[src/rtl/bba_pkg.sv]
`timescale 1ns / 1ps

package bba_pkg;

  // block count fixed by the port widths
  localparam int MAX_BLOCKS    = 512;
  localparam int WORD_BITS_DEF = 32;

  localparam int FUNC_W   = 2;
  localparam int LEN_W    = 10;
  localparam int IDX_W    = 9;
  localparam int STATUS_W = 2;
  localparam int CNT_W    = $clog2(MAX_BLOCKS + 1);
  localparam int TOTAL_W  = 10;

  localparam int IN_TDATA_W  = 24;
  localparam int IN_PAD_W    = IN_TDATA_W - LEN_W - IDX_W;
  localparam int OUT_TDATA_W = 24;
  localparam int OUT_PAD_W   = OUT_TDATA_W - IDX_W - 1 - CNT_W;

  typedef enum logic [FUNC_W-1:0] {
    FN_ALLOC = 2'd0,
    FN_FREE  = 2'd1,
    FN_TEST  = 2'd2,
    FN_CLEAR = 2'd3
  } func_e;

  typedef enum logic [STATUS_W-1:0] {
    ST_OK       = 2'd0,
    ST_NOSPACE  = 2'd1,
    ST_BADINDEX = 2'd2
  } status_e;

  typedef enum logic [2:0] {
    S_IDLE,
    S_FIND,
    S_LOOK,
    S_SCAN,
    S_MARK,
    S_RESP
  } state_e;

endpackage

[src/rtl/bba_map_mem.sv]
`timescale 1ns / 1ps

module bba_map_mem #(
  parameter int WORD_BITS = bba_pkg::WORD_BITS_DEF,
  parameter int MAP_WORDS = 16
) (
  input  logic                         clk_i,
  input  logic                         rst_ni,
  input  logic                         clr_i,
  input  logic                         rd_en_i,
  input  logic [$clog2(MAP_WORDS)-1:0] rd_addr_i,
  output logic [WORD_BITS-1:0]         rd_data_o,
  input  logic                         wr_en_i,
  input  logic [$clog2(MAP_WORDS)-1:0] wr_addr_i,
  input  logic [WORD_BITS-1:0]         wr_data_i
);

  logic [WORD_BITS-1:0] mem [MAP_WORDS];
  logic [MAP_WORDS-1:0] vld_q;
  logic [WORD_BITS-1:0] rdata_q;
  logic                 rd_vld_q;

  // row valid bits: a row never written since the last clear reads as free
  always_ff @(posedge clk_i or negedge rst_ni) begin
    if (!rst_ni) begin
      vld_q    <= '0;
      rd_vld_q <= 1'b0;
    end else begin
      if (clr_i) begin
        vld_q <= '0;
      end else if (wr_en_i) begin
        vld_q[wr_addr_i] <= 1'b1;
      end
      if (rd_en_i) begin
        rd_vld_q <= vld_q[rd_addr_i];
      end
    end
  end

  always_ff @(posedge clk_i) begin
    if (wr_en_i) begin
      mem[wr_addr_i] <= wr_data_i;
    end
  end

  always_ff @(posedge clk_i) begin
    if (rd_en_i) begin
      rdata_q <= mem[rd_addr_i];
    end
  end

  assign rd_data_o = rd_vld_q ? rdata_q : '0;

endmodule

[src/rtl/bba_run_find.sv]
`timescale 1ns / 1ps

module bba_run_find #(
  parameter int WORD_BITS = bba_pkg::WORD_BITS_DEF,
  parameter int POS_W     = 10
) (
  input  logic [WORD_BITS-1:0]         word_i,
  input  logic [POS_W-1:0]             base_i,
  input  logic [bba_pkg::CNT_W-1:0]    run_i,
  input  logic [bba_pkg::LEN_W-1:0]    len_i,
  input  logic [bba_pkg::CNT_W-1:0]    total_i,
  output logic                         hit_o,
  output logic [$clog2(WORD_BITS)-1:0] hit_off_o,
  output logic [bba_pkg::CNT_W-1:0]    run_o
);

  localparam int BO_W  = $clog2(WORD_BITS);
  localparam int SUM_W = ((POS_W > bba_pkg::CNT_W) ? POS_W : bba_pkg::CNT_W) + 2;

  logic [WORD_BITS-1:0] usable;
  logic [WORD_BITS-1:0] win_ok;
  logic [WORD_BITS-1:0] hit_vec;
  logic [BO_W-1:0]      last_used;
  logic                 any_used;

  // a block is usable when free and below the total
  always_comb begin
    for (int k = 0; k < WORD_BITS; k++) begin
      usable[k] = !word_i[k] &&
                  ((SUM_W'(base_i) + SUM_W'(k)) < SUM_W'(total_i));
    end
  end

  // run ending at bit k reaches len: the last len bits (within this word) are usable
  // and, where the window reaches below bit 0, the carried run makes up the rest
  always_comb begin
    for (int k = 0; k < WORD_BITS; k++) begin
      win_ok[k] = 1'b1;
      for (int j = 0; j <= k; j++) begin
        if (len_i > bba_pkg::LEN_W'(k - j)) begin
          win_ok[k] = win_ok[k] & usable[j];
        end
      end
      hit_vec[k] = win_ok[k] &&
                   ((SUM_W'(run_i) + SUM_W'(k + 1)) >= SUM_W'(len_i));
    end
  end

  always_comb begin
    hit_off_o = '0;
    for (int k = WORD_BITS - 1; k >= 0; k--) begin
      if (hit_vec[k]) begin
        hit_off_o = BO_W'(k);
      end
    end
  end

  always_comb begin
    last_used = '0;
    any_used  = 1'b0;
    for (int k = 0; k < WORD_BITS; k++) begin
      if (!usable[k]) begin
        last_used = BO_W'(k);
        any_used  = 1'b1;
      end
    end
  end

  assign hit_o = |hit_vec;
  assign run_o = any_used ?
                 (bba_pkg::CNT_W'(WORD_BITS - 1) - bba_pkg::CNT_W'(last_used)) :
                 (run_i + bba_pkg::CNT_W'(WORD_BITS));

endmodule

[src/rtl/bitmap_block_allocator.sv]
`timescale 1ns / 1ps
// first-fit contiguous block allocator, path from request transfer to result valid:
// clear, rejected and zero-length requests go straight to the response step, free/test step
// to the map word holding the block, read it, then respond; allocate scans words upward (one
// map word read per cycle), marks the lower words of a found run downward, then responds
// flow: one request at a time, the next accepted once the result is staged; a held result stalls
// reset: map reads all free at once (row valid bits), total and free count 512

module bitmap_block_allocator #(
  parameter int WORD_BITS = bba_pkg::WORD_BITS_DEF
) (
  input  logic                              clk_i,
  input  logic                              rst_ni,

  // configuration write: total block count
  input  logic                              cfg_valid_i,
  output logic                              cfg_ready_o,
  input  logic [bba_pkg::TOTAL_W-1:0]       cfg_data_i,

  // request stream
  input  logic                              s_axis_tvalid,
  output logic                              s_axis_tready,
  input  logic [bba_pkg::IN_TDATA_W-1:0]    s_axis_tdata,  // run_length, block_index, pad
  input  logic [bba_pkg::FUNC_W-1:0]        s_axis_tuser,  // func

  // result stream
  output logic                              m_axis_tvalid,
  input  logic                              m_axis_tready,
  output logic [bba_pkg::OUT_TDATA_W-1:0]   m_axis_tdata,  // start_block, block_used,
                                                           // free_count, pad
  output logic [bba_pkg::STATUS_W-1:0]      m_axis_tuser   // status
);

  localparam int MAP_WORDS = (bba_pkg::MAX_BLOCKS + WORD_BITS - 1) / WORD_BITS;
  localparam int WA_W      = $clog2(MAP_WORDS);
  localparam int BO_W      = $clog2(WORD_BITS);
  localparam int POS_W     = $clog2(MAP_WORDS * WORD_BITS + 1);
  localparam int CNT_W     = bba_pkg::CNT_W;
  localparam int LEN_W     = bba_pkg::LEN_W;
  localparam int IDX_W     = bba_pkg::IDX_W;
  localparam int SUM_W     = ((POS_W > LEN_W) ? POS_W : LEN_W) + 2;

  // sequencer state
  bba_pkg::state_e  state_q, state_d;
  bba_pkg::func_e   op_q, op_d;
  logic [LEN_W-1:0] len_q, len_d;
  logic [IDX_W-1:0] idx_q, idx_d;
  logic [WA_W-1:0]  cw_q, cw_d;       // current map word
  logic [POS_W-1:0] cb_q, cb_d;       // block number of its bit 0
  logic [CNT_W-1:0] run_q, run_d;     // free run carried in from lower words
  logic [BO_W-1:0]  off_q, off_d;
  logic [POS_W-1:0] start_q, start_d;
  logic [POS_W-1:0] end_q, end_d;
  logic [CNT_W-1:0] free_q, free_d;
  logic [CNT_W-1:0] total_q;

  // staged result
  bba_pkg::status_e res_status_q, res_status_d;
  logic [IDX_W-1:0] res_start_q, res_start_d;
  logic             res_used_q, res_used_d;

  // output register
  logic             out_valid_q;
  bba_pkg::status_e out_status_q;
  logic [IDX_W-1:0] out_start_q;
  logic             out_used_q;
  logic [CNT_W-1:0] out_free_q;
  logic             out_load;

  // map memory port
  logic                 mem_clr;
  logic                 mem_rd_en;
  logic [WA_W-1:0]      mem_rd_addr;
  logic [WORD_BITS-1:0] mem_rd_data;
  logic                 mem_wr_en;
  logic [WA_W-1:0]      mem_wr_addr;
  logic [WORD_BITS-1:0] mem_wr_data;

  // run search on the word just read
  logic                 hit;
  logic [BO_W-1:0]      hit_off;
  logic [CNT_W-1:0]     run_next;
  logic [POS_W-1:0]     scan_end;
  logic [POS_W-1:0]     scan_start;
  logic [POS_W-1:0]     mk_start;
  logic [POS_W-1:0]     mk_end;
  logic [WORD_BITS-1:0] mark_mask;

  logic                 in_xfer;
  logic                 cfg_xfer;
  logic [CNT_W-1:0]     cfg_total;
  logic [LEN_W-1:0]     in_len;
  logic [IDX_W-1:0]     in_idx;
  bba_pkg::func_e       in_func;

  assign in_len  = s_axis_tdata[LEN_W-1:0];
  assign in_idx  = s_axis_tdata[LEN_W +: IDX_W];
  assign in_func = bba_pkg::func_e'(s_axis_tuser);

  // configuration has priority over a request in the same cycle
  assign cfg_ready_o   = (state_q == bba_pkg::S_IDLE);
  assign s_axis_tready = (state_q == bba_pkg::S_IDLE) && !cfg_valid_i;
  assign cfg_xfer      = cfg_valid_i && cfg_ready_o;
  assign in_xfer       = s_axis_tvalid && s_axis_tready;

  // totals above the map size saturate
  assign cfg_total = (CNT_W'(cfg_data_i) > CNT_W'(bba_pkg::MAX_BLOCKS)) ?
                     CNT_W'(bba_pkg::MAX_BLOCKS) : CNT_W'(cfg_data_i);

  bba_map_mem #(
    .WORD_BITS (WORD_BITS),
    .MAP_WORDS (MAP_WORDS)
  ) u_map (
    .clk_i     (clk_i),
    .rst_ni    (rst_ni),
    .clr_i     (mem_clr),
    .rd_en_i   (mem_rd_en),
    .rd_addr_i (mem_rd_addr),
    .rd_data_o (mem_rd_data),
    .wr_en_i   (mem_wr_en),
    .wr_addr_i (mem_wr_addr),
    .wr_data_i (mem_wr_data)
  );

  bba_run_find #(
    .WORD_BITS (WORD_BITS),
    .POS_W     (POS_W)
  ) u_find (
    .word_i    (mem_rd_data),
    .base_i    (cb_q),
    .run_i     (run_q),
    .len_i     (len_q),
    .total_i   (total_q),
    .hit_o     (hit),
    .hit_off_o (hit_off),
    .run_o     (run_next)
  );

  // run found: last block of the run and its first block
  assign scan_end   = cb_q + POS_W'(hit_off);
  assign scan_start = POS_W'(SUM_W'(scan_end) + SUM_W'(1) - SUM_W'(len_q));

  // bits of the current word that fall inside the run being marked
  assign mk_start = (state_q == bba_pkg::S_SCAN) ? scan_start : start_q;
  assign mk_end   = (state_q == bba_pkg::S_SCAN) ? scan_end   : end_q;

  always_comb begin
    for (int k = 0; k < WORD_BITS; k++) begin
      mark_mask[k] = ((SUM_W'(cb_q) + SUM_W'(k)) >= SUM_W'(mk_start)) &&
                     ((SUM_W'(cb_q) + SUM_W'(k)) <= SUM_W'(mk_end));
    end
  end

  always_comb begin
    state_d      = state_q;
    op_d         = op_q;
    len_d        = len_q;
    idx_d        = idx_q;
    cw_d         = cw_q;
    cb_d         = cb_q;
    run_d        = run_q;
    off_d        = off_q;
    start_d      = start_q;
    end_d        = end_q;
    free_d       = free_q;
    res_status_d = res_status_q;
    res_start_d  = res_start_q;
    res_used_d   = res_used_q;
    mem_clr      = 1'b0;
    mem_rd_en    = 1'b0;
    mem_rd_addr  = cw_q;
    mem_wr_en    = 1'b0;
    mem_wr_addr  = cw_q;
    mem_wr_data  = mem_rd_data | mark_mask;
    out_load     = 1'b0;

    case (state_q)
      bba_pkg::S_IDLE: begin
        if (cfg_xfer) begin
          mem_clr = 1'b1;
          free_d  = cfg_total;
        end else if (in_xfer) begin
          op_d         = in_func;
          len_d        = in_len;
          idx_d        = in_idx;
          cw_d         = '0;
          cb_d         = '0;
          run_d        = '0;
          res_status_d = bba_pkg::ST_OK;
          res_start_d  = '0;
          res_used_d   = 1'b0;
          state_d      = bba_pkg::S_RESP;
          case (in_func)
            bba_pkg::FN_ALLOC: begin
              if (free_q == '0) begin
                res_status_d = bba_pkg::ST_NOSPACE;
              end else if (in_len != '0) begin
                mem_rd_en   = 1'b1;
                mem_rd_addr = '0;
                state_d     = bba_pkg::S_SCAN;
              end
            end
            bba_pkg::FN_FREE, bba_pkg::FN_TEST: begin
              if (CNT_W'(in_idx) >= total_q) begin
                res_status_d = bba_pkg::ST_BADINDEX;
              end else begin
                state_d = bba_pkg::S_FIND;
              end
            end
            default: begin
              // clear all
              mem_clr = 1'b1;
              free_d  = total_q;
            end
          endcase
        end
      end

      // step to the word holding the addressed block
      bba_pkg::S_FIND: begin
        if (SUM_W'(idx_q) < (SUM_W'(cb_q) + SUM_W'(WORD_BITS))) begin
          mem_rd_en = 1'b1;
          off_d     = BO_W'(SUM_W'(idx_q) - SUM_W'(cb_q));
          state_d   = bba_pkg::S_LOOK;
        end else begin
          cw_d = cw_q + WA_W'(1);
          cb_d = cb_q + POS_W'(WORD_BITS);
        end
      end

      bba_pkg::S_LOOK: begin
        if (op_q == bba_pkg::FN_TEST) begin
          res_used_d = mem_rd_data[off_q];
        end else if (mem_rd_data[off_q]) begin
          mem_wr_en               = 1'b1;
          mem_wr_data             = mem_rd_data;
          mem_wr_data[off_q]      = 1'b0;
          free_d                  = free_q + CNT_W'(1);
        end
        state_d = bba_pkg::S_RESP;
      end

      bba_pkg::S_SCAN: begin
        if (hit) begin
          mem_wr_en   = 1'b1;
          start_d     = scan_start;
          end_d       = scan_end;
          free_d      = free_q - CNT_W'(len_q);
          res_start_d = IDX_W'(scan_start);
          if (scan_start >= cb_q) begin
            state_d = bba_pkg::S_RESP;
          end else begin
            mem_rd_en   = 1'b1;
            mem_rd_addr = cw_q - WA_W'(1);
            cw_d        = cw_q - WA_W'(1);
            cb_d        = cb_q - POS_W'(WORD_BITS);
            state_d     = bba_pkg::S_MARK;
          end
        end else if (((SUM_W'(cb_q) + SUM_W'(WORD_BITS)) >= SUM_W'(total_q)) ||
                     (cw_q == WA_W'(MAP_WORDS - 1))) begin
          res_status_d = bba_pkg::ST_NOSPACE;
          state_d      = bba_pkg::S_RESP;
        end else begin
          mem_rd_en   = 1'b1;
          mem_rd_addr = cw_q + WA_W'(1);
          cw_d        = cw_q + WA_W'(1);
          cb_d        = cb_q + POS_W'(WORD_BITS);
          run_d       = run_next;
        end
      end

      // walk back down over the lower words of the run, one per cycle
      bba_pkg::S_MARK: begin
        mem_wr_en = 1'b1;
        if (start_q >= cb_q) begin
          state_d = bba_pkg::S_RESP;
        end else begin
          mem_rd_en   = 1'b1;
          mem_rd_addr = cw_q - WA_W'(1);
          cw_d        = cw_q - WA_W'(1);
          cb_d        = cb_q - POS_W'(WORD_BITS);
        end
      end

      bba_pkg::S_RESP: begin
        if (!out_valid_q || m_axis_tready) begin
          out_load = 1'b1;
          state_d  = bba_pkg::S_IDLE;
        end
      end

      default: begin
        state_d = bba_pkg::S_IDLE;
      end
    endcase
  end

  always_ff @(posedge clk_i or negedge rst_ni) begin
    if (!rst_ni) begin
      state_q     <= bba_pkg::S_IDLE;
      free_q      <= CNT_W'(bba_pkg::MAX_BLOCKS);
      total_q     <= CNT_W'(bba_pkg::MAX_BLOCKS);
      cw_q        <= '0;
      cb_q        <= '0;
      run_q       <= '0;
      out_valid_q <= 1'b0;
    end else begin
      state_q <= state_d;
      free_q  <= free_d;
      cw_q    <= cw_d;
      cb_q    <= cb_d;
      run_q   <= run_d;
      if (cfg_xfer) begin
        total_q <= cfg_total;
      end
      if (out_load) begin
        out_valid_q <= 1'b1;
      end else if (m_axis_tready) begin
        out_valid_q <= 1'b0;
      end
    end
  end

  // payload registers
  always_ff @(posedge clk_i) begin
    op_q         <= op_d;
    len_q        <= len_d;
    idx_q        <= idx_d;
    off_q        <= off_d;
    start_q      <= start_d;
    end_q        <= end_d;
    res_status_q <= res_status_d;
    res_start_q  <= res_start_d;
    res_used_q   <= res_used_d;
    if (out_load) begin
      out_status_q <= res_status_q;
      out_start_q  <= res_start_q;
      out_used_q   <= res_used_q;
      out_free_q   <= free_q;
    end
  end

  assign m_axis_tvalid = out_valid_q;
  assign m_axis_tuser  = out_status_q;
  assign m_axis_tdata  = {{bba_pkg::OUT_PAD_W{1'b0}}, out_free_q, out_used_q, out_start_q};

  // free count can never pass the managed total
  a_free_bound: assert property (@(posedge clk_i) disable iff (!rst_ni)
    free_q <= total_q)
    else $error("free count above total");

  // map is written only while a request is being worked on
  a_wr_state: assert property (@(posedge clk_i) disable iff (!rst_ni)
    mem_wr_en |-> (state_q == bba_pkg::S_LOOK || state_q == bba_pkg::S_SCAN ||
                   state_q == bba_pkg::S_MARK))
    else $error("map write outside lookup, scan or mark");

  // a new result appears only after the response step
  a_out_src: assert property (@(posedge clk_i) disable iff (!rst_ni)
    $rose(out_valid_q) |-> $past(state_q == bba_pkg::S_RESP))
    else $error("result without response step");

  // marking never runs below the first block of the run
  a_mark_range: assert property (@(posedge clk_i) disable iff (!rst_ni)
    (state_q == bba_pkg::S_MARK) |->
      (SUM_W'(start_q) < (SUM_W'(cb_q) + SUM_W'(WORD_BITS))))
    else $error("mark pass below run start");

endmodule

[config.mk]
export PLATFORM = sky130hd
export DESIGN_NAME = bitmap_block_allocator
export DESIGN_NICKNAME = d
export VERILOG_FILES = /design/src/rtl/bba_pkg.sv /design/src/rtl/bba_map_mem.sv /design/src/rtl/bba_run_find.sv /design/src/rtl/bitmap_block_allocator.sv
export SDC_FILE = /design/constraint.sdc
export NUM_CORES = 2
export LEC_CHECK = 0
export BUFFER_PORTS_ARGS = -buffer_cell sky130_fd_sc_hd__buf_4
export CAP_MARGIN = 20
export CORE_MARGIN = 3
export CORE_UTILIZATION = 65
export DETAILED_ROUTE_END_ITERATION = 7
export PLACE_DENSITY = 0.88
export SLEW_MARGIN = 20
export SYNTH_ARGS = -nofsm -noshare
export SYNTH_HDL_FRONTEND = slang
export SYNTH_HIERARCHICAL = 1
export SYNTH_SLANG_ARGS = --single-unit
[constraint.sdc]
create_clock -name clk_i -period 11.4 [get_ports clk_i]
set_clock_uncertainty 0.1 [all_clocks]
set_input_delay 1.71 -clock clk_i [delete_from_list [all_inputs] [get_ports clk_i]]
set_output_delay 1.71 -clock clk_i [all_outputs]
set_load 0.01 [all_outputs]
==> summary.md, run 1 <==
| Metric | Value |
|---|---|
| GP Congestion | `1.174` |
| Post-DP HPWL | `176,400 µm` |
| CTS root buf | `clkbuf_16` |
| Post-synthesis instance area | `52,650 µm²` |
| First-pass GRT wire length | `421,400 µm` |
| Largest net degree at the start of global routing | `61` |
| Stopped at | `5_1_grt` |
| Seq/Total Area, Yosys | `38.44%` |
| Clock Sink Count | `684` |
| Syn Inst Count | `5,045` |
| Port Buffers | `60` |
| CTS H-Tree Depth | `3` |
| FF+latch count, synth | `684` |
| CTS resizes | `0` |
| Place WS | `0.5337 ns` |
| Number of synthesized flops with an enable pin | `624` |
| Number of primary I/O pins | `70` |
| Die height | `290.6 µm` |
| Vias in the first global route | `56.05k` |
| Die W | `290.6 µm` |
| Inserted Clock Buffers | `68` |
| Hold buffers post-CTS | `0` |
| Asr flop ratio synth | `8.772%` |
| Setup Buffers After CTS | `0` |
| Synth cell types | `112` |
| Max Root-Sink Buffers | `3` |
| Initial Util | `66.11%` |
| GRT Util Overall | `68.97%` |
| Synth warn | `6` |
| Total grt overflow | `73` |
| Top FF cell, synth | `edfxtp_1` |
| Status | `stopped before the end` |
| Rows | `103` |
| First error | `[ERROR GRT-0116] Global routing finished with congestion. Check the congestion regions in the DRC Viewer.` |
| Avg Inst Size Synth | `10.44 µm²` |
[through the flow]
stage          std cells  cell area, µm²
2_1_floorplan       5082           52790
3_3_place_gp        6280           56840
3_5_place_dp        6280           56840
4_1_cts             6404           59110
[cells by family after synthesis]
| family | Yosys count | synth area share [%] |
|---|---|---|
| flops | 684 | 38.44 |
| compound gates | 1344 | 17.58 |
| fa+ha+maj | 555 | 13.22 |
| buf+inv | 499 | 3.954 |
| simple gates | 1372 | 12.51 |
| mux | 213 | 8.008 |
| xor+xnor | 377 | 6.271 |
| other cells | 1 | 0.007122 |
[routing by layer]
layer	GRT overflow	GRT usage, %
met4	30	54.94
met1	0	76.23
met3	3	52.33
met5	0	22.12
met2	40	84.76
[Yosys cell counts (all sizes together), types with 97 or more instances]
library cell,count,area [µm²]
a21oi,303,1539
clkbuf,199,747.0
buf,108,614.3
nor2,398,1499
o21ai,245,1230
a22oi,97,733.2
mux4,165,3716
nor3,98,511.7
xnor2,227,1988
ha,553,6919
edfxtp,624,18740
nand2,359,1370
inv,192,720.7
xor2,150,1314
nand3,156,790.8
==> run 2: changes to the inputs <==
--- a/config.mk
+++ b/config.mk
@@ -8,9 +8,9 @@
 export BUFFER_PORTS_ARGS = -buffer_cell sky130_fd_sc_hd__buf_4
 export CAP_MARGIN = 20
 export CORE_MARGIN = 3
-export CORE_UTILIZATION = 65
+export CORE_UTILIZATION = 40
 export DETAILED_ROUTE_END_ITERATION = 7
-export PLACE_DENSITY = 0.88
+export PLACE_DENSITY_LB_ADDON = 0.15
 export SLEW_MARGIN = 20
 export SYNTH_ARGS = -nofsm -noshare
 export SYNTH_HDL_FRONTEND = slang
==> run 2 against run 1 <==
  * The flow now finishes without violations
  * Synthesized area unchanged
  * Synthesized cell count unchanged
==> summary.md, run 2 <==
| Metric | Value |
|---|---|
| Crit path required time | `11.68 ns` |
| Hold buffers post-CTS | `0` |
| Post-route minimum period | `11.15 ns` |
| Full die area | `136,000 µm²` |
| Max reg flops | `512` |
| Top Family by Delay on Critical Path | `compound AO/OA/AOI/OAI gates` |
| Post-synthesis instance area | `52,650 µm²` |
| Hold Path End | `out_start_q[2]` |
| Syn Inst Count | `5,045` |
| Initial antenna violation count | `5` |
| Vias | `46.22k` |
| Net Sw Power | `10,390 µW` |
| Largest net degree at the start of global routing | `49` |
| Commonest cells post-synth | `edfxtp_1, ha_1, nor2_1, nand2_1, a21oi_1` |
| Number of primary I/O pins | `70` |
| Max Freq | `0.08968 GHz` |
| Top reg by flops | `u_map/mem` |
| DRT Pass-1 Iters | `7` |
| Min-delay worst type | `flop to flop` |
| Fill cell count | `12.39k` |
| Final Hold Vio Count | `0` |
| Hold path startpoint | `res_start_q[2]` |
| Worst Tran Pin Value | `1.189 ns` |
| Layout cells sized above 1 | `16.84%` |
| Fraction of the cycle the final worst path needs | `97.81%` |
| Hold Path Cell Cnt | `0` |
| VDD IR-drop max | `269.2 µV` |
| CP endpoint kind | `flop` |
| CTS root buf | `clkbuf_16` |
| GP Congestion | `1.064` |
| CTS H-Tree Depth | `2` |
| Setup Viol. Count Final | `0` |
| GRT Util Overall | `33.12%` |
| R2R setup slack | `0.25 ns` |
| Worst path slowest cell | `nor2_2` |
| Die height | `368.8 µm` |
| Top FF cell, synth | `edfxtp_1` |
| Fin Setup TNS | `0 ns` |
| Beginning of the worst register-to-register path | `len_q[9]` |
| Clock Power Share | `10.2%` |
| Pwr Total | `20,720 µW` |
| CTS tree | `done` |
| Synthesis-to-finish area growth | `14.37%` |
| Internal power | `10,330 µW` |
| FF+latch count, synth | `684` |
| Synth warn | `6` |
| Core ar. | `130,100 µm²` |
| Clock Sink Count | `684` |
| PwrDens | `344.1 nW/µm²` |
| Final Slew Violations | `0` |
| Synth cell types | `112` |
| Total grt overflow | `0` |
| Vias per Instance | `6.473` |
| Clock Latency Late Sink | `0.66 ns` |
| Die W | `368.8 µm` |
| Most frequent cells in the layout | `edfxtp_1, ha_1, buf_4` |
| Rows | `132` |
| Avg Inst Size Synth | `10.44 µm²` |
| Register Area | `20,250 µm²` |
| DRC Markers | `0` |
| Status | `finished, final reports clean` |
| Remaining antenna violation count after routing | `0` |
| Combinational cell fraction of total power | `71.5%` |
| Critical Path Start Type | `flop` |
| Max Root-Sink Buffers | `3` |
| Flop pwr share | `18.4%` |
| Reg2Reg Depth | `37` |
| Reg2reg end | `u_map/rdata_q[17]` |
| Buf+Inv Stages, Crit Path | `6` |
| Port Buffers | `60` |
| Main area contributors after synthesis | `edfxtp_1, ha_1, mux4_2` |
| Initial Util | `40.46%` |
| Per-cell routed wire length | `32.34 µm` |
| Largest regs | `u_map/mem: 512 flops, u_map/rdata_q: 32 flops, u_map/vld_q: 16 flops` |
| Post-DP HPWL | `166,100 µm` |
| Crit path kind | `flop to flop` |
| Asr flop ratio synth | `8.772%` |
| Yosys top cell area share | `35.59%` |
| Sw Ratio | `50.13%` |
| Initial DRC Count | `6,174` |
| Number of max-cap violations | `0` |
| Synth area leader | `edfxtp_1` |
| CP Data Arrival Time | `11.43 ns` |
| Critical-path maximum fanout | `26` |
| Routed wire length | `230,900 µm` |
| Max-slew headroom | `18.45%` |
| Inserted Clock Buffers | `61` |
| Area of the multi-input gates | `30,740 µm²` |
| Most frequent cell after synthesis | `edfxtp_1` |
| Most common cell after layout, fill and taps aside | `edfxtp_1` |
| CTS clk-pin slew, worst paths | `0.07 ns` |
| Number of synthesized flops with an enable pin | `624` |
| Nets | `5,941` |
| Leakage | `0.02408 µW` |
| Seq/Total Area, Yosys | `38.44%` |
| First-pass GRT wire length | `328,600 µm` |
| Vias in the first global route | `44.47k` |
| Crit-path most repeated cell | `a21oi_1` |
| RSZ-0062 raised after global routing | `false` |
| Crit-path max cell delay | `0.87 ns` |
[run 2: cell counts after synthesis]
No cell type changed its count.
[run 2: power by group through the flow]
stage	Combinational (µW)	Clock, µW	Sequential (µW)
6_report	14800	2110	3810
5_1_grt	15600	2250	3830
4_1_cts	14300	2150	3800
3_5_place_dp	14200	0	3850
3_3_place_gp	14200	0	3860
2_1_floorplan	8470	0	3650
[run 2: cell type report]
cell class,instances,share of cell area (%)
diodes,6,0.02493
clock buffers,74,2.722
clock inverters,36,0.6482
inverters,192,1.203
multi-input cells,3899,51.04
flip-flops and latches,684,33.63
well taps,1742,3.619
repair buffers,507,7.110
[run 2: timing repair]
action | CTS | global route
resized for setup | 0 | 6
endpoints found under the setup margin | 0 | 90
buffers inserted | 0 | 2
[run 2: layer usage]
metal | vias up | track usage [%] | routed length, µm
met1 | 23047 | 47.44 | 99920
met2 | 2628 | 48.40 | 96910
met5 | - | 0 | 0
li1 | 19981 | - | -
met4 | 0 | 14.59 | 11990
met3 | 562 | 6.457 | 22090
[run 2: per-stage QoR]
step           utilization, %  worst slack [ns]  hold slack, ns  instances  area (µm²)
3_5_place_dp            44.65            0.2451          0.3061       7021       58120
3_3_place_gp            44.65            0.2414          0.3017       7021       58110
4_1_cts                 46.21            0.1613          0.3227       7131       60150
6_report                46.27            0.2496          0.3230       7140       60220
2_1_floorplan               -             1.674          0.3003       5082       52790
5_1_grt                 46.26           0.01363          0.3295       7135       60210
[run 2: cell families after synthesis]
group                      Yosys count  synth area share (%)
AOI/OAI and AO/OA                 1344                 17.58
buffers and inverters              499                 3.954
and+or+nand+nor                   1372                 12.51
DFF                                684                 38.44
muxes                              213                 8.008
other                                1              0.007122
xor gates and xnor gates           377                 6.271
adders and majority gates          555                 13.22
[run 2: worst register-to-register path, delay by kind of cell (launching register included)]
kind,cells,cell delay [ns]
multiplexers,3,1.20
XOR/XNOR,1,0.15
AO/OA/AOI/OAI,15,3.56
AND/OR/NAND/NOR,8,3.08
flip-flops,1,0.63
adder cells (fa/ha/maj),4,1.16
buffers and inverters,6,1.00
[run 2: worst max path at each step]
| stage | startpoint | endpoint | slack (ns) | cells after the start |
|---|---|---|---|---|
| after floorplan | cb_q[6] | u_map/rdata_q[21] | 1.67 | 41 |
| after global placement | total_q[1] | u_map/rdata_q[17] | 0.24 | 38 |
| after global routing | total_q[2] | u_map/rdata_q[9] | 0.01 | 41 |
| final | len_q[9] | u_map/rdata_q[17] | 0.25 | 37 |
| after detailed placement | total_q[1] | u_map/rdata_q[17] | 0.25 | 38 |
| after CTS | total_q[1] | u_map/rdata_q[17] | 0.16 | 38 |
No activity file was read; power rests on OpenSTA's default activity.
